**config.mk**
```make
export PLATFORM = sky130hd
export DESIGN_NAME = apc_out_buf
export DESIGN_NICKNAME = d
export VERILOG_FILES = /design/src/rtl/core/apc_pkg.sv /design/src/rtl/core/apc_out_buf.sv
export SDC_FILE = /design/constraint.sdc
export NUM_CORES = 1
export LEC_CHECK = 0
export CORE_MARGIN = 2
export CORE_UTILIZATION = 62
export DETAILED_ROUTE_END_ITERATION = 6
export DONT_BUFFER_PORTS = 1
export PLACE_DENSITY = 0.81
export SETUP_SLACK_MARGIN = 0.4
export SKIP_CTS_REPAIR_TIMING = 1
export SYNTH_ARGS = -nofsm -noshare
export SYNTH_HDL_FRONTEND = slang
export SYNTH_SLANG_ARGS = --single-unit
```
**constraint.sdc**
```tcl
create_clock -name clk -period 12 [get_ports clk]
set_input_delay 0.6 -clock clk [delete_from_list [all_inputs] [get_ports clk]]
set_output_delay 0.6 -clock clk [all_outputs]
set_load 0.02 [all_outputs]
```
**src/rtl/core/apc_pkg.sv**
```systemverilog
// Alamouti pair combiner: shared widths, pipeline stage types and helpers.
// No dependencies; every module of the block imports this package.
package apc_pkg;

  // Sample and result formats
  localparam int SAMPLE_BITS = 16;
  localparam int FRAC_BITS   = SAMPLE_BITS - 2;
  localparam int OUT_BITS    = SAMPLE_BITS + 2;

  // Internal word widths
  localparam int PROD_BITS   = 2 * SAMPLE_BITS;   // full signed product
  localparam int SQ_BITS     = PROD_BITS - 1;     // square, never negative
  localparam int PAIR_BITS   = PROD_BITS + 1;     // sum of two products
  localparam int SUM_BITS    = PROD_BITS + 2;     // sum of four products
  localparam int RND_BITS    = SUM_BITS - FRAC_BITS;
  localparam int EPAIR_BITS  = PROD_BITS;         // sum of two squares
  localparam int ENERGY_BITS = PROD_BITS + 1;     // sum of four squares

  // sqrt(1/2) as unsigned Q0.16
  localparam int ROOT_BITS   = 16;
  localparam int HALF_ROOT   = 46341;
  localparam int SCALED_BITS = ENERGY_BITS + ROOT_BITS;
  localparam int GAIN_SHIFT  = FRAC_BITS + ROOT_BITS;
  localparam int GQ_BITS     = SCALED_BITS - GAIN_SHIFT;

  // Combiner structure: four output components, four terms each
  localparam int N_SUMS  = 4;
  localparam int N_TERMS = 4;
  localparam int N_IN    = 8;
  localparam int N_WORDS = 5;

  // Component order: sym0_re, sym0_im, sym1_re, sym1_im
  localparam int SYM0_RE = 0;
  localparam int SYM0_IM = 1;
  localparam int SYM1_RE = 2;
  localparam int SYM1_IM = 3;

  // Per component: second term of each pair subtracts / second pair subtracts
  localparam logic [N_SUMS-1:0] PAIR_SUB  = 4'b1010;
  localparam logic [N_SUMS-1:0] FINAL_SUB = 4'b1100;

  // Stream widths, padded to whole bytes
  localparam int IN_DATA_BITS  = ((N_IN * SAMPLE_BITS + 7) / 8) * 8;
  localparam int OUT_DATA_BITS = ((N_WORDS * OUT_BITS + 7) / 8) * 8;

  typedef logic signed [SAMPLE_BITS-1:0] sample_t;

  typedef struct packed {
    sample_t rx0_re;
    sample_t rx0_im;
    sample_t rx1_re;
    sample_t rx1_im;
    sample_t ha_re;
    sample_t ha_im;
    sample_t hb_re;
    sample_t hb_im;
  } in_item_t;

  // Stage 1: all products and squares
  typedef struct packed {
    logic [N_SUMS-1:0][N_TERMS-1:0][PROD_BITS-1:0] term;
    logic [N_TERMS-1:0][SQ_BITS-1:0]               sq;
  } prod_stage_t;

  // Stage 2: pairwise sums
  typedef struct packed {
    logic [N_SUMS-1:0][1:0][PAIR_BITS-1:0] pair;
    logic [1:0][EPAIR_BITS-1:0]            epair;
  } pair_stage_t;

  // Stage 3: exact totals
  typedef struct packed {
    logic [N_SUMS-1:0][SUM_BITS-1:0] total;
    logic [ENERGY_BITS-1:0]          energy;
  } sum_stage_t;

  // Stage 4: rounded symbols, scaled energy
  typedef struct packed {
    logic [N_SUMS-1:0][RND_BITS-1:0] q;
    logic [SCALED_BITS-1:0]          scaled;
  } round_stage_t;

  // Stage 5: final result
  typedef struct packed {
    logic [N_SUMS-1:0][OUT_BITS-1:0] sym;
    logic [OUT_BITS-1:0]             gain;
    logic                            clipped;
  } result_t;

  // Full-width signed product
  function automatic logic signed [PROD_BITS-1:0] mul_s(sample_t x, sample_t y);
    logic signed [PROD_BITS-1:0] p;
    p = PROD_BITS'(x) * PROD_BITS'(y);
    return p;
  endfunction

  // Square; the top bit of the signed product is always zero
  function automatic logic [SQ_BITS-1:0] sq_u(sample_t x);
    logic signed [PROD_BITS-1:0] p;
    p = PROD_BITS'(x) * PROD_BITS'(x);
    return p[SQ_BITS-1:0];
  endfunction

endpackage

```
**src/rtl/core/apc_out_buf.sv**
```systemverilog
// Alamouti pair combiner output register with skid entry; keeps the input
// side ready registered. Depends on apc_pkg.
module apc_out_buf import apc_pkg::*; (
  input  logic    clk,
  input  logic    rst,
  input  logic    in_valid,
  output logic    in_ready,
  input  result_t in_data,
  output logic    out_valid,
  input  logic    out_ready,
  output result_t out_data
);

  logic    skid_valid;
  result_t skid_data;

  assign in_ready = !skid_valid;

  // Output register refills from the skid entry first, then from the input
  always_ff @(posedge clk) begin
    if (rst) begin
      out_valid  <= 1'b0;
      skid_valid <= 1'b0;
    end else if (!out_valid || out_ready) begin
      if (skid_valid) begin
        out_valid  <= 1'b1;
        skid_valid <= 1'b0;
      end else begin
        out_valid <= in_valid;
      end
    end else if (in_valid && in_ready) begin
      skid_valid <= 1'b1;
    end
  end

  always_ff @(posedge clk) begin
    if (!out_valid || out_ready) begin
      out_data <= skid_valid ? skid_data : in_data;
    end
    if (in_valid && in_ready && out_valid && !out_ready) begin
      skid_data <= in_data;
    end
  end

endmodule

```
==> qor.csv <==
stage;metric;value;unit
critical_path;Cell Chain, Critical Path;nand2b_4 > nor3b_2 > buf_4;
pwr;PD cells;182;nW/µm²
timing;endpoints failing hold;0;
logic_synthesis;dominant cell type by area after synthesis;edfxtp_1;
layout;antenna cells;0;
cts;Root Buffer;clkbuf_8;
critical_path;crit-path leading delay family;simple AND/OR/NAND/NOR gates;
cts;depth of the CTS H-tree;4;
global_route;vias in the first global route;2750;
place;hpwl dp;6880;µm
floorplanning;die area;11600;µm²
logic_synthesis;share of the synthesized area in the top cell type;0.822;
critical_path;kind of end point of the critical path;flop;
cts;clk buf depth;2;
detailed_routing;Routed WL per cell;23.8;µm
layout;fin util;0.706;
layout;commonest cells after routing, fill and taps aside;182 x edfxtp_1, 91 x mux2_2, 16 x clkbuf_16, 4 x clkinvlp_4, 4 x clkinv_1;
timing;Rel. slew slack;0.318;
layout;Synth-to-Final Area Change;10.1;%
layout;share of layout cells above drive strength 1;0.392;
logic_synthesis;top cells by area, synth;edfxtp_1 82%, mux2_2 15%, buf_6 1.0%, dfxtp_1 0.60%, buf_2 0.23%;
critical_path;worst-path maximum fanout;77;
detailed_routing;drt first-iter violations;149;
logic_synthesis;post-synthesis register bit count;184;
critical_path;critical path buffer and inverter count;1;
layout;# fillers;616;
detailed_routing;1st-pass router iterations;4;
job;Max-Cap Viols;0;
detailed_routing;final wirelength;10800;µm
global_route;first-pass GRT wire length;15900;µm
logic_synthesis;Syn Nets;386;
critical_path;CP peak stage delay;950;ps
timing;Fmax;310;MHz
layout;Total Nets Final;398;
timing;Final min period;3220;ps
place;Placer Congestion;0.754;
timing;Final Skew;6.72;ps
detailed_routing;remaining routing DRC violations;0;
timing;RSZ-0062 raised after global routing;false;
timing;Least-Margin Pin Slew;1020;ps
detailed_routing;post-route ant nets;0;
critical_path;CP Data Required Time;12130;ps
logic_synthesis;synthesized cell area;6650;µm²
critical_path;Worst Path Arrival;3350;ps
global_route;overall routing resource usage;0.191;
global_route;Congestion Overflow GR;0;
cts;clock sink total;184;
layout;Finished Cell Area;7320;µm²
cts;Clock Latency Late Sink;510;ps
critical_path;Startpoint Class;flop;
floorplanning;Ports;188;
critical_path;Worst path slowest cell;nor3b_2;
floorplanning;Core ar.;10400;µm²
logic_synthesis;Cells after Synth;291;
logic_synthesis;Synth Warn #;0;
pwr;VDD IR-drop max;111;µV
floorplanning;Die Ht;108;µm
place;DP Area;6770;µm²
detailed_routing;total number of vias;2676;
min_path;hold crit path type;in -> reg;
cts;Num CTS Buffers;17;
cts;CTS tree;yes;
detailed_routing;vias per std cell;5.92;
layout;multi-input combinational cell area;1060;µm²
timing;fin. max-slew vios;0;
floorplanning;die width;108;µm
outcome;outcome;complete, no violations;
timing;TNS Setup;0;ps
logic_synthesis;Seq/Total Area, Yosys;0.828;
layout;Reg area;5510;µm²
logic_synthesis;mean post-synth cell area;22.9;µm²
critical_path;critical setup path kind;reg -> reg;
global_route;initial antenna violation count;0;
place;Port Buffers;0;
pwr;LEAKAGE;2.40;nW
timing;period utilization;0.268;
layout;most common cell after layout, fill and taps aside;edfxtp_1;
timing;Final Setup Violations;0;
logic_synthesis;synth unique cells;12;
cts;Worst-path clk slew;60;ps
global_route;pin count of the biggest net entering global routing;78;
floorplanning;row count;37;
floorplanning;initial core utilization;0.641;
==> metal layers <==
metal,wire (µm),track usage,vias to the layer above
li1,-,-,1192
met1,4300,0.243,1351
met3,828,0.0738,18
met4,224,0.0916,0
met5,0,0,-
met2,5410,0.290,115
==> synthesized netlist by cell type (all sizes together) <==
library cell  instances
nor3b                 1
nor2                  1
nand2b                1
nor3                  1
inv                   1
mux2                 91
dfxtp                 2
a21oi                 1
edfxtp              182
buf                  10
==> final cells by class <==
cell class                 count  share of cell area
clock inverter                14              0.0181
clock buffer                  18              0.0571
timing repair buffer           3             0.00308
inverter                       1            0.000513
multi-input combinational     96               0.145
tap                          136              0.0232
sequential                   184               0.753
==> registers in the layout, indices dropped and copies added, names as in the netlist <==
name,cells
out_valid,1
skid_valid,1
out_data,91
skid_data,91
==> cell families after synthesis <==
family,Yosys count,share of synthesized area
and+or+nand+nor,4,0.00339
AOI/OAI and AO/OA,1,0.000752
muxes,91,0.154
buffers and inverters,11,0.0141
DFF,184,0.828
==> final timing paths <==
| path | from | endpoint | slack (ps) | cells past startpoint |
|---|---|---|---|---|
| worst min register to register | skid_data[16]$_DFFE_PP_ | out_data[16]$_DFFE_PP_ | 550 | 1 |
| worst max-delay path | out_valid$_SDFFE_PP0P_ | skid_data[13]$_DFFE_PP_ | 8780 | 3 |
| worst max register to register | out_valid$_SDFFE_PP0P_ | skid_data[13]$_DFFE_PP_ | 8780 | 3 |
| worst min-delay path | rst | out_valid$_SDFFE_PP0P_ | 150 | 1 |
==> metrics by stage <==
stage | total power, mW | hold slack [ps] | worst slack (ps) | cells
after floorplan | 0.828 | 523 | 1680 | 291
after global placement | 0.834 | 528 | 8660 | 420
after detailed placement | 0.837 | 532 | 8630 | 420
after CTS | 1.35 | 117 | 8750 | 452
after global routing | 1.38 | 109 | 8530 | 452
final | 1.33 | 154 | 8780 | 452
==> report_power, final <==
group | switching, mW | leakage (nW) | internal (mW)
clock network | 0.217 | 0.257 | 0.293
logic | 0.0161 | 0.355 | 0.0161
registers | 0.0447 | 1.79 | 0.746
Power figures use the tool's default switching activity.
