File: config.mk
export PLATFORM = sky130hd
export DESIGN_NAME = apc_accum
export DESIGN_NICKNAME = d
export VERILOG_FILES = /design/src/rtl/core/apc_pkg.sv /design/src/rtl/core/apc_accum.sv
export SDC_FILE = /design/constraint.sdc
export NUM_CORES = 1
export LEC_CHECK = 0
export ABC_CLOCK_PERIOD_IN_PS = 4200
export BUFFER_PORTS_ARGS = -buffer_cell sky130_fd_sc_hd__buf_2
export CAP_MARGIN = 20
export CORE_MARGIN = 5
export CORE_UTILIZATION = 30
export CTS_CLUSTER_SIZE = 20
export DETAILED_ROUTE_END_ITERATION = 12
export PLACE_DENSITY = 0.59
export SYNTH_ARGS = -nofsm -noshare
export SYNTH_HDL_FRONTEND = slang
export SYNTH_SLANG_ARGS = --single-unit
export TNS_END_PERCENT = 10
File: constraint.sdc
create_clock -name clk -period 4.2 [get_ports clk]
set_clock_uncertainty 0.15 [all_clocks]
set_input_delay 0.63 -clock clk [delete_from_list [all_inputs] [get_ports clk]]
set_output_delay 0.63 -clock clk [all_outputs]
set_load 0.01 [all_outputs]
File: src/rtl/core/apc_pkg.sv
// Alamouti pair combiner: shared widths, pipeline stage types and helpers.
// No dependencies; every module of the block imports this package.
package apc_pkg;

  // Sample and result formats
  localparam int SAMPLE_BITS = 16;
  localparam int FRAC_BITS   = SAMPLE_BITS - 2;
  localparam int OUT_BITS    = SAMPLE_BITS + 2;

  // Internal word widths
  localparam int PROD_BITS   = 2 * SAMPLE_BITS;   // full signed product
  localparam int SQ_BITS     = PROD_BITS - 1;     // square, never negative
  localparam int PAIR_BITS   = PROD_BITS + 1;     // sum of two products
  localparam int SUM_BITS    = PROD_BITS + 2;     // sum of four products
  localparam int RND_BITS    = SUM_BITS - FRAC_BITS;
  localparam int EPAIR_BITS  = PROD_BITS;         // sum of two squares
  localparam int ENERGY_BITS = PROD_BITS + 1;     // sum of four squares

  // sqrt(1/2) as unsigned Q0.16
  localparam int ROOT_BITS   = 16;
  localparam int HALF_ROOT   = 46341;
  localparam int SCALED_BITS = ENERGY_BITS + ROOT_BITS;
  localparam int GAIN_SHIFT  = FRAC_BITS + ROOT_BITS;
  localparam int GQ_BITS     = SCALED_BITS - GAIN_SHIFT;

  // Combiner structure: four output components, four terms each
  localparam int N_SUMS  = 4;
  localparam int N_TERMS = 4;
  localparam int N_IN    = 8;
  localparam int N_WORDS = 5;

  // Component order: sym0_re, sym0_im, sym1_re, sym1_im
  localparam int SYM0_RE = 0;
  localparam int SYM0_IM = 1;
  localparam int SYM1_RE = 2;
  localparam int SYM1_IM = 3;

  // Per component: second term of each pair subtracts / second pair subtracts
  localparam logic [N_SUMS-1:0] PAIR_SUB  = 4'b1010;
  localparam logic [N_SUMS-1:0] FINAL_SUB = 4'b1100;

  // Stream widths, padded to whole bytes
  localparam int IN_DATA_BITS  = ((N_IN * SAMPLE_BITS + 7) / 8) * 8;
  localparam int OUT_DATA_BITS = ((N_WORDS * OUT_BITS + 7) / 8) * 8;

  typedef logic signed [SAMPLE_BITS-1:0] sample_t;

  typedef struct packed {
    sample_t rx0_re;
    sample_t rx0_im;
    sample_t rx1_re;
    sample_t rx1_im;
    sample_t ha_re;
    sample_t ha_im;
    sample_t hb_re;
    sample_t hb_im;
  } in_item_t;

  // Stage 1: all products and squares
  typedef struct packed {
    logic [N_SUMS-1:0][N_TERMS-1:0][PROD_BITS-1:0] term;
    logic [N_TERMS-1:0][SQ_BITS-1:0]               sq;
  } prod_stage_t;

  // Stage 2: pairwise sums
  typedef struct packed {
    logic [N_SUMS-1:0][1:0][PAIR_BITS-1:0] pair;
    logic [1:0][EPAIR_BITS-1:0]            epair;
  } pair_stage_t;

  // Stage 3: exact totals
  typedef struct packed {
    logic [N_SUMS-1:0][SUM_BITS-1:0] total;
    logic [ENERGY_BITS-1:0]          energy;
  } sum_stage_t;

  // Stage 4: rounded symbols, scaled energy
  typedef struct packed {
    logic [N_SUMS-1:0][RND_BITS-1:0] q;
    logic [SCALED_BITS-1:0]          scaled;
  } round_stage_t;

  // Stage 5: final result
  typedef struct packed {
    logic [N_SUMS-1:0][OUT_BITS-1:0] sym;
    logic [OUT_BITS-1:0]             gain;
    logic                            clipped;
  } result_t;

  // Full-width signed product
  function automatic logic signed [PROD_BITS-1:0] mul_s(sample_t x, sample_t y);
    logic signed [PROD_BITS-1:0] p;
    p = PROD_BITS'(x) * PROD_BITS'(y);
    return p;
  endfunction

  // Square; the top bit of the signed product is always zero
  function automatic logic [SQ_BITS-1:0] sq_u(sample_t x);
    logic signed [PROD_BITS-1:0] p;
    p = PROD_BITS'(x) * PROD_BITS'(x);
    return p[SQ_BITS-1:0];
  endfunction

endpackage

File: src/rtl/core/apc_accum.sv
// Alamouti pair combiner, stages 2 and 3: exact adder tree for the four
// symbol components and the channel energy. Depends on apc_pkg.
module apc_accum import apc_pkg::*; (
  input  logic        clk,
  input  logic        rst,
  input  logic        en,
  input  logic        in_valid,
  input  prod_stage_t prod,
  output logic        stage_valid,
  output sum_stage_t  stage
);

  pair_stage_t pair_next;
  pair_stage_t pair;
  logic        pair_valid;
  sum_stage_t  stage_next;

  // Pairwise add/subtract of products
  always_comb begin
    logic signed [PAIR_BITS-1:0] t0, t1, t2, t3;
    for (int k = 0; k < N_SUMS; k++) begin
      t0 = PAIR_BITS'($signed(prod.term[k][0]));
      t1 = PAIR_BITS'($signed(prod.term[k][1]));
      t2 = PAIR_BITS'($signed(prod.term[k][2]));
      t3 = PAIR_BITS'($signed(prod.term[k][3]));
      pair_next.pair[k][0] = PAIR_SUB[k] ? t0 - t1 : t0 + t1;
      pair_next.pair[k][1] = PAIR_SUB[k] ? t2 - t3 : t2 + t3;
    end
    pair_next.epair[0] = EPAIR_BITS'(prod.sq[0]) + EPAIR_BITS'(prod.sq[1]);
    pair_next.epair[1] = EPAIR_BITS'(prod.sq[2]) + EPAIR_BITS'(prod.sq[3]);
  end

  // Combine the two pairs
  always_comb begin
    logic signed [SUM_BITS-1:0] p0, p1;
    for (int k = 0; k < N_SUMS; k++) begin
      p0 = SUM_BITS'($signed(pair.pair[k][0]));
      p1 = SUM_BITS'($signed(pair.pair[k][1]));
      stage_next.total[k] = FINAL_SUB[k] ? p0 - p1 : p0 + p1;
    end
    stage_next.energy = ENERGY_BITS'(pair.epair[0]) + ENERGY_BITS'(pair.epair[1]);
  end

  always_ff @(posedge clk) begin
    if (rst) begin
      pair_valid  <= 1'b0;
      stage_valid <= 1'b0;
    end else if (en) begin
      pair_valid  <= in_valid;
      stage_valid <= pair_valid;
    end
  end

  always_ff @(posedge clk) begin
    if (en) begin
      pair  <= pair_next;
      stage <= stage_next;
    end
  end

endmodule

==> flow_summary.toml <==
[critical_path]
crit_family = "compound AO/OA/AOI/OAI gates"
cp-start-kind = "flop"
endpoint_kind = "flop"
crit_arrival_ps = 4020
crit_chain = "inv_1 -> ha_1 -> inv_1 -> fa_1 -> a21o_1 -> a21oi_1 -> o21ai_0 -> a211oi_2 -> o221ai_1 -> a211oi_1 -> o21bai_1 -> a21oi_1 -> xnor2_1"
path_max_fanout = 4
crit_buf_inv = 2
critPathMaxStageDelay_ps = 510
slowest_stage = "a211oi_1"
critical_path_class = "flop to flop"
required_ps = 4440

[synthesis]
synth_compound_area_share_pct = 22.05
synth.ff_latch_count = 499
syn_nets = 5122
synth_xor_area_share_pct = 9.094
synth_top_family_by_area = "compound AO/OA/AOI/OAI gates"
synthAdderAreaFrac_pct = 16.07
synth-warning-count = 0
synth_top_area_share_pct = 37.89
async_flop_share_pct = 0
synthCells = 3985
yosysSeqAreaShare_pct = 37.99
ys.flop_type = "edfxtp_1"
synth_edf_count = 497
synthMuxAreaShare_pct = 0.2287
synth_cell_type_count = 78
synthSimpleGateAreaFrac_pct = 10.76
syn_avg_cell_area_sq_um = 9.885
synth_area_sq_um = 39390
yosysTopAreaCell = "edfxtp_1"
synth_area_leaders = "edfxtp_1 38%, ha_1 15%, xnor2_1 5.9%, a21o_1 5.5%, a21oi_1 4.9%"

[die]
initial_core_util_pct = 30.08
fp.dieW_um = 372.4
io_pins = 810
rows = 133
dieArea_sq_um = 138700
dieHeight_um = 372.4
core_region_area_sq_um = 131000

[hold_path]
hold_class = "primary input to flop"

[placed_design]
place_area_sq_um = 45830
gp_congestion = 0.9581
port_buffers = 809
dp_hpwl_mm = 114.8
dp.cells = 6545
post-place-ws_ps = 57.05

[route]
vias = 33910
ant_nets = 0
post-route-drc-count = 0
drt_first_iter_violations = 2028
wirelength_mm = 135.6
dr.pass1.iters = 6
wl_per_cell_um = 20.28
vias_per_cell = 5.075

[finish]
mostFrequentLayoutCell = "buf_2"
syn_to_final_growth_pct = 21.65
most-common-layout-cells = "808 x buf_2, 497 x edfxtp_1, 482 x ha_1"
fin_cells = 6683
drive_gt1_share_pct = 20.44
fin_nets = 5992
fin_area_sq_um = 47920

[timing]
fin_crit_sh_pct = 90.10
setup_slack_ps = 415.8
grt_setup_unrepaired = "false"
relSlewSlack_pct = 40.35
worstMarginPinSlew_ps = 894.7
setup_viol = 0
tns_ps = 0
report.final.hold_viol_count = 0
drv_slew = 0
fmax_mhz = 264.3
layout_min_cycle_time_ps = 3784

[pwr]
total_leakage_power_nw = 22.02
irDropWorstVdd_mv = 0.3699
fin_total_pwr_w = 0.02195
p_per_area_nw_per_um2 = 458.0

[clock_network]
post_cts_buffers = 0
clock-sinks = 499
cts-root-buf = "clkbuf_16"
cts_tree = "done"
numCtsBuffers = 61
clkTransAtPathRegs_ps = 60
cts_max_path_buffers = 3
clk_latency_ps = 680
htree_levels = 2

[global_route]
grt_pass1_vias = 33540
grt_overflow = 0
antenna_found_initial = 41
grt_pass1_wl_mm = 198.1
grt_util_all_layers_pct = 18.61
grt_max_degree = 89

[flow_run]
drv_cap = 0

[run_status]
outcome = "completed"
state kept, by name (all words and copies together) (netlist names):
signal / flops
pair: 328
stage: 169
pair_valid: 1
stage_valid: 1
worst reg2reg max path, stage by stage (launching register included):
cell and delay (ps):
edfxtp_1 370, inv_1 70, ha_1 150, inv_1 50, fa_1 390, a21o_1 200
a21oi_1 260, o21ai_0 180, a211oi_2 440, o221ai_1 330, a211oi_1 520, o21bai_1 110
a21oi_1 220, xnor2_1 80
repair_timing:
action                                 in CTS  in global routing
endpoints found under the hold margin       2                  0
hold buffers                                2                  0
resized for setup                           0                  0
kinds of logic after synthesis:
| family | Yosys count |
|---|---|
| fa+ha+maj | 497 |
| mux | 9 |
| xor+xnor | 409 |
| compound gates | 1321 |
| buf+inv | 398 |
| flops | 499 |
| simple gates | 852 |
path summary, 6_finish.rpt:
kind	from	endpoint	slack (ps)	cells past startpoint
worst max-delay path	pair[262]$_DFFE_PP_	stage[165]$_DFFE_PP_	420	13
worst min-delay path	prod[412]	pair[196]$_DFFE_PP_	90	2
worst max register to register	pair[262]$_DFFE_PP_	stage[165]$_DFFE_PP_	420	13
worst min register to register	pair_valid$_SDFFE_PP0P_	pair_valid$_SDFFE_PP0P_	350	2
power breakdown:
part	switching, W	internal (W)	leakage, nW	total [W]
logic	0.00526	0.00368	16.2	0.00894
clock network	0.00222	0.00310	0.966	0.00532
registers	0.000548	0.00715	4.88	0.00770
total	0.00802	0.0139	22.0	0.0219
stage by stage:
stage / util, % / hold WS, ps
after floorplan: - / 310.1
after global placement: 35.00 / 329.8
after detailed placement: 35.00 / 337.8
after CTS: 36.55 / 9.750
after global routing: 36.57 / 43.15
final: 36.59 / 87.00
cells in the mapped netlist (22+ instances only):
cell	n
a211oi_1	40
a21o_1	287
a21oi_1	386
a31o_2	24
a31oi_1	56
and2_1	30
and3_1	35
and4_1	22
clkbuf_1	46
edfxtp_1	497
ha_1	482
inv_1	350
nand2_1	213
nand2b_1	49
nand3_1	80
nand4_1	43
nor2_1	213
nor2b_1	49
nor3_1	49
o211ai_1	24
o21a_1	54
o21ai_0	189
o21bai_1	80
xnor2_1	265
xor2_1	144
area by class of cell:
class                   count  area (sq um)
diodes                     21         52.55
clock buffers              72          1568
clock inverters            43         447.9
fillers                 13300         83040
inverters                 350          1314
multi-input cells        3088         22930
flip-flops and latches    499         14960
well taps                1755          2196
repair buffers            855          4447
metal layers:
metal  global-route usage (%)  share of wire (%)
met5                        0               0.10
met1                    22.95                 41
met2                    32.10                 47
met4                    5.909                3.3
met3                    4.418                7.9
(Power assumes the default switching activity.)
