[config.mk]
export PLATFORM = sky130hd
export DESIGN_NAME = apc_scale
export DESIGN_NICKNAME = d
export VERILOG_FILES = /design/src/rtl/core/apc_pkg.sv /design/src/rtl/core/apc_scale.sv
export SDC_FILE = /design/constraint.sdc
export NUM_CORES = 1
export LEC_CHECK = 0
export BUFFER_PORTS_ARGS = -buffer_cell sky130_fd_sc_hd__buf_2
export CELL_PAD_IN_SITES_DETAIL_PLACEMENT = 1
export CELL_PAD_IN_SITES_GLOBAL_PLACEMENT = 1
export CORE_ASPECT_RATIO = 0.9
export CORE_MARGIN = 2
export CORE_UTILIZATION = 41
export DETAILED_ROUTE_END_ITERATION = 16
export PLACE_DENSITY_LB_ADDON = 0.12
export SLEW_MARGIN = 20
export SYNTH_ARGS = -nofsm -noshare
export SYNTH_HDL_FRONTEND = slang
export SYNTH_SLANG_ARGS = --single-unit
[constraint.sdc]
create_clock -name clk -period 5.5 [get_ports clk]
set_clock_uncertainty 0.2 [all_clocks]
set_input_delay 0.55 -clock clk [delete_from_list [all_inputs] [get_ports clk]]
set_output_delay 0.55 -clock clk [all_outputs]
set_load 0.1 [all_outputs]
[src/rtl/core/apc_pkg.sv]
// Alamouti pair combiner: shared widths, pipeline stage types and helpers.
// No dependencies; every module of the block imports this package.
package apc_pkg;

  // Sample and result formats
  localparam int SAMPLE_BITS = 16;
  localparam int FRAC_BITS   = SAMPLE_BITS - 2;
  localparam int OUT_BITS    = SAMPLE_BITS + 2;

  // Internal word widths
  localparam int PROD_BITS   = 2 * SAMPLE_BITS;   // full signed product
  localparam int SQ_BITS     = PROD_BITS - 1;     // square, never negative
  localparam int PAIR_BITS   = PROD_BITS + 1;     // sum of two products
  localparam int SUM_BITS    = PROD_BITS + 2;     // sum of four products
  localparam int RND_BITS    = SUM_BITS - FRAC_BITS;
  localparam int EPAIR_BITS  = PROD_BITS;         // sum of two squares
  localparam int ENERGY_BITS = PROD_BITS + 1;     // sum of four squares

  // sqrt(1/2) as unsigned Q0.16
  localparam int ROOT_BITS   = 16;
  localparam int HALF_ROOT   = 46341;
  localparam int SCALED_BITS = ENERGY_BITS + ROOT_BITS;
  localparam int GAIN_SHIFT  = FRAC_BITS + ROOT_BITS;
  localparam int GQ_BITS     = SCALED_BITS - GAIN_SHIFT;

  // Combiner structure: four output components, four terms each
  localparam int N_SUMS  = 4;
  localparam int N_TERMS = 4;
  localparam int N_IN    = 8;
  localparam int N_WORDS = 5;

  // Component order: sym0_re, sym0_im, sym1_re, sym1_im
  localparam int SYM0_RE = 0;
  localparam int SYM0_IM = 1;
  localparam int SYM1_RE = 2;
  localparam int SYM1_IM = 3;

  // Per component: second term of each pair subtracts / second pair subtracts
  localparam logic [N_SUMS-1:0] PAIR_SUB  = 4'b1010;
  localparam logic [N_SUMS-1:0] FINAL_SUB = 4'b1100;

  // Stream widths, padded to whole bytes
  localparam int IN_DATA_BITS  = ((N_IN * SAMPLE_BITS + 7) / 8) * 8;
  localparam int OUT_DATA_BITS = ((N_WORDS * OUT_BITS + 7) / 8) * 8;

  typedef logic signed [SAMPLE_BITS-1:0] sample_t;

  typedef struct packed {
    sample_t rx0_re;
    sample_t rx0_im;
    sample_t rx1_re;
    sample_t rx1_im;
    sample_t ha_re;
    sample_t ha_im;
    sample_t hb_re;
    sample_t hb_im;
  } in_item_t;

  // Stage 1: all products and squares
  typedef struct packed {
    logic [N_SUMS-1:0][N_TERMS-1:0][PROD_BITS-1:0] term;
    logic [N_TERMS-1:0][SQ_BITS-1:0]               sq;
  } prod_stage_t;

  // Stage 2: pairwise sums
  typedef struct packed {
    logic [N_SUMS-1:0][1:0][PAIR_BITS-1:0] pair;
    logic [1:0][EPAIR_BITS-1:0]            epair;
  } pair_stage_t;

  // Stage 3: exact totals
  typedef struct packed {
    logic [N_SUMS-1:0][SUM_BITS-1:0] total;
    logic [ENERGY_BITS-1:0]          energy;
  } sum_stage_t;

  // Stage 4: rounded symbols, scaled energy
  typedef struct packed {
    logic [N_SUMS-1:0][RND_BITS-1:0] q;
    logic [SCALED_BITS-1:0]          scaled;
  } round_stage_t;

  // Stage 5: final result
  typedef struct packed {
    logic [N_SUMS-1:0][OUT_BITS-1:0] sym;
    logic [OUT_BITS-1:0]             gain;
    logic                            clipped;
  } result_t;

  // Full-width signed product
  function automatic logic signed [PROD_BITS-1:0] mul_s(sample_t x, sample_t y);
    logic signed [PROD_BITS-1:0] p;
    p = PROD_BITS'(x) * PROD_BITS'(y);
    return p;
  endfunction

  // Square; the top bit of the signed product is always zero
  function automatic logic [SQ_BITS-1:0] sq_u(sample_t x);
    logic signed [PROD_BITS-1:0] p;
    p = PROD_BITS'(x) * PROD_BITS'(x);
    return p[SQ_BITS-1:0];
  endfunction

endpackage

[src/rtl/core/apc_scale.sv]
// Alamouti pair combiner, stages 4 and 5: round half up, gain scaling by
// sqrt(1/2), saturation and the clip flag. Depends on apc_pkg.
module apc_scale import apc_pkg::*; (
  input  logic       clk,
  input  logic       rst,
  input  logic       en,
  input  logic       in_valid,
  input  sum_stage_t sums,
  output logic       res_valid,
  output result_t    res
);

  localparam logic signed [SUM_BITS-1:0] HALF_LSB = SUM_BITS'(1) <<< (FRAC_BITS - 1);

  round_stage_t rnd_next;
  round_stage_t rnd;
  logic         rnd_valid;
  result_t      res_next;

  // Add half an output LSB, floor by arithmetic shift; scale the energy
  always_comb begin
    logic signed [SUM_BITS-1:0] biased;
    logic signed [SUM_BITS-1:0] shifted;
    for (int k = 0; k < N_SUMS; k++) begin
      biased  = $signed(sums.total[k]) + HALF_LSB;
      shifted = biased >>> FRAC_BITS;
      rnd_next.q[k] = shifted[RND_BITS-1:0];
    end
    rnd_next.scaled = SCALED_BITS'(sums.energy) * SCALED_BITS'(HALF_ROOT);
  end

  // Saturate symbols and gain, collect the clip flag
  always_comb begin
    logic [N_SUMS-1:0]  sym_clip;
    logic [GQ_BITS:0]   gain_full;
    logic               gain_clip;
    for (int k = 0; k < N_SUMS; k++) begin
      // fits when every bit above the output sign bit matches it
      sym_clip[k] = !((&rnd.q[k][RND_BITS-1:OUT_BITS-1]) ||
                      !(|rnd.q[k][RND_BITS-1:OUT_BITS-1]));
      if (sym_clip[k]) begin
        res_next.sym[k] = rnd.q[k][RND_BITS-1] ? {1'b1, {(OUT_BITS-1){1'b0}}}
                                               : {1'b0, {(OUT_BITS-1){1'b1}}};
      end else begin
        res_next.sym[k] = rnd.q[k][OUT_BITS-1:0];
      end
    end
    gain_full = {1'b0, rnd.scaled[SCALED_BITS-1:GAIN_SHIFT]}
              + (GQ_BITS+1)'(rnd.scaled[GAIN_SHIFT-1]);
    gain_clip = |gain_full[GQ_BITS:OUT_BITS];
    res_next.gain    = gain_clip ? {OUT_BITS{1'b1}} : gain_full[OUT_BITS-1:0];
    res_next.clipped = (|sym_clip) | gain_clip;
  end

  always_ff @(posedge clk) begin
    if (rst) begin
      rnd_valid <= 1'b0;
      res_valid <= 1'b0;
    end else if (en) begin
      rnd_valid <= in_valid;
      res_valid <= rnd_valid;
    end
  end

  always_ff @(posedge clk) begin
    if (en) begin
      rnd <= rnd_next;
      res <= res_next;
    end
  end

endmodule

==> impl_metrics.py <==
metrics = {
    "sta": {
        "finalHoldViolCount": 0,
        "whs_ns": 0.08068,
        "worstMarginPinSlew_ns": 0.9201,
        "min_period_ns": 5.643,
        "final_max_slew_viol_count": 0,
        "rsz0062_at_grt": "true",
        "setup_viol": 12,
        "max-slew-margin-rel": 0.3745,
        "final.period_utilization": 1.026,
        "fmax_mhz": 177.2,
        "layout_setup_ws_ns": -0.1431,
    },
    "worst_hold_path": {
        "hp-start": "rst",
        "hold_path_class": "input pin to register",
        "timing.hold.worst_endpoint": "rnd_valid",
        "worstHoldPathCells": 2,
    },
    "clock_network": {
        "clockBufferDepth": 2,
        "htreeDepth": 4,
        "cts_hold_buf": 0,
        "root_buffer": "clkbuf_16",
        "clock_latency_ns": 0.44,
        "numCtsBuffers": 17,
        "cts_tree": "done",
        "clock-sinks": 193,
        "path_clk_slew_ns": 0.07,
    },
    "layout": {
        "final_cell_mix": "inv_1, buf_2, edfxtp_1",
        "syn_to_final_growth_pct": 28.67,
        "layout_commonest_cell": "inv_1",
        "drive_above_1_share": 0.2918,
        "nets": 2326,
        "fin_util": 0.5309,
    },
    "yosys": {
        "yosysTopAreaCellShare": 0.3647,
        "avgSynthCellArea_um2": 10.93,
        "synth_edf_count": 191,
        "ys_ff_latch": 193,
        "async_reset_ff_frac": 0,
        "synth_nets": 1948,
        "netlist_instances": 1439,
        "synth_flop_cell": "edfxtp_1",
        "ys_warn_count": 0,
        "yosysSeqAreaShare": 0.3672,
        "synth_largest_area_cell": "edfxtp_1",
        "synthTopCellsByArea": "edfxtp_1, ha_1, fa_1",
        "synthesis.area_um2": 15730,
        "synth_cell_types": 65,
    },
    "floorplanning": {
        "dieArea_um2": 39940,
        "fp.coreArea_um2": 38120,
        "io_pins": 265,
        "die_x_um": 210.5,
        "die_height_um": 189.8,
        "start_util": 0.4126,
        "rows": 68,
    },
    "global_route": {
        "overflow": 0,
        "grt_start_max_net_pins": 103,
        "antenna_found_initial": 3,
        "grt_pass1_wl_um": 63690,
        "grt_pass1_vias": 12350,
        "grt.total_usage": 0.2033,
    },
    "placed_design": {
        "io_buffer_count": 212,
        "gp_congestion": 0.8330,
        "dpl.hpwl_um": 34200,
    },
    "worst_setup_path": {
        "critPathKind": "input pin to register",
        "cp.arrival_ns": 5.70,
        "crit_path_cell_trace": "buf_2 -> buf_4 -> ha_1 -> ha_1 -> fa_1 -> inv_1 -> fa_1 -> fa_1 -> inv_1 -> fa_1 -> ha_4 -> nand4_1 -> a211o_1 -> a311oi_2 -> buf_4 -> o211ai_4 -> buf_6 -> a31oi_4 -> o21ai_1 -> a211oi_1",
        "crit_family": "adder cells",
        "max_stage_delay_ns": 0.54,
        "rrSetupSlack_ns": 2.28,
        "start_kind": "input pin",
        "cp.required_ns": 5.56,
        "end_kind": "register",
        "r2r_end": "res[6]",
        "cpMostUsedCell": "fa_1",
        "cp_num_buf_inv": 6,
        "critPathMaxFanout": 4,
        "rr_worst_depth": 8,
        "cp_slowest_cell": "fa_1",
        "r2r_start": "rnd[29]",
    },
    "route": {
        "vias": 11450,
        "drc": 0,
        "firstDrtPassIters": 5,
        "via_per_inst": 4.928,
        "drt_iter0_drc": 566,
        "ant_nets": 0,
        "postRouteWirelength_um": 41350,
        "wl_per_cell_um": 17.80,
    },
    "power_and_ir_drop": {
        "powerDensity_nw_per_um2": 633.2,
        "vdd_drop_max_mv": 0.4279,
        "p_leak_nw": 9.417,
    },
    "status": {
        "violations": "negative setup slack",
        "status": "finished with violations",
    },
    "job": {
        "max_cap_violations": 0,
    },
}
==> metal layers <==
layer / GRT usage / vias to the layer above / part of all wire
met5: 0 / - / 0.00031
met4: 0.05200 / 2 / 0.015
met3: 0.02261 / 46 / 0.032
met2: 0.3535 / 193 / 0.49
met1: 0.2718 / 5652 / 0.46
li1: - / 5555 / -
==> cells in the mapped netlist, types with 5 or more instances <==
cell	instances
edfxtp_1	191
a31oi_1	5
nand2_1	137
and3_1	27
nand3_1	48
inv_1	228
xor2_1	60
xnor2_1	71
fa_1	121
o21ai_0	16
clkbuf_1	14
nor2_1	130
nand4_1	9
a21oi_1	21
ha_1	215
nor2b_1	5
and2_1	22
a21o_1	27
nor3_1	10
o21a_1	5
nand2b_1	6
==> logic make-up (layout without fill, tap and decap cells) <==
| group | after synthesis | count (layout) | share of synthesized area |
|---|---|---|---|
| compound gates | 118 | 118 | 0.05402 |
| xor+xnor | 131 | 131 | 0.07295 |
| simple gates | 412 | 412 | 0.1187 |
| flops | 193 | 193 | 0.3672 |
| mux | 5 | 5 | 0.003262 |
| fa+ha+maj | 336 | 336 | 0.3251 |
| other cells | 0 | 3 | 0 |
| buf+inv | 244 | 635 | 0.05879 |
==> power by group <==
group	internal, W	switching, W	total (W)
sequential	0.00204	0.0000974	0.00214
clock	0.000706	0.000516	0.00122
combinational	0.00437	0.00508	0.00946
total	0.00712	0.00569	0.0128
==> layout make-up <==
cell class,count,area [um2]
repair buffers,375,2414
well taps,490,613.1
multi-input cells,1002,9995
clock buffers,19,432.9
diodes,3,7.507
clock inverters,13,143.9
flip-flops and latches,193,5776
inverters,228,855.8
fillers,4110,17880
==> how the worst max path moves through the flow <==
stage                        from  endpoint  slack (ns)  depth (start not counted)
final                     sums[0]   rnd[45]       -0.14                         20
after global routing      sums[0]   rnd[45]       -0.26                         20
after CTS                 sums[2]   rnd[46]       -0.06                         20
after global placement    sums[3]   rnd[47]       -0.60                         20
after floorplan           sums[3]   rnd[46]       -0.03                         19
after detailed placement  sums[3]   rnd[47]       -0.73                         20
==> registers in the layout, indices dropped and copies added, names as in the netlist <==
| register | count |
|---|---|
| res | 91 |
| res_valid | 1 |
| rnd | 100 |
| rnd_valid | 1 |
==> repair_timing <==
item | in CTS | in global routing
buffers inserted | 4 | 14
gates resized for setup | 45 | 98
pin swaps | 24 | 49
hold endpoints to repair | 0 | 0
endpoints found under the setup margin | 15 | 20
==> per-stage QoR <==
step                instances  total power (W)  setup slack (ns)  TNS [ns]  area [um2]
floorplan                1439         0.007598          -0.02783  -0.04824       16170
global placement         2270          0.01012           -0.5983    -8.575       18880
detailed placement       2270          0.01041           -0.7257    -10.53       18880
CTS                      2306          0.01215          -0.05564   -0.1664       19690
global route             2322          0.01388           -0.2644    -2.965       20230
finish                   2323          0.01281           -0.1431   -0.8692       20240
No activity file was read; power rests on OpenSTA's default activity.
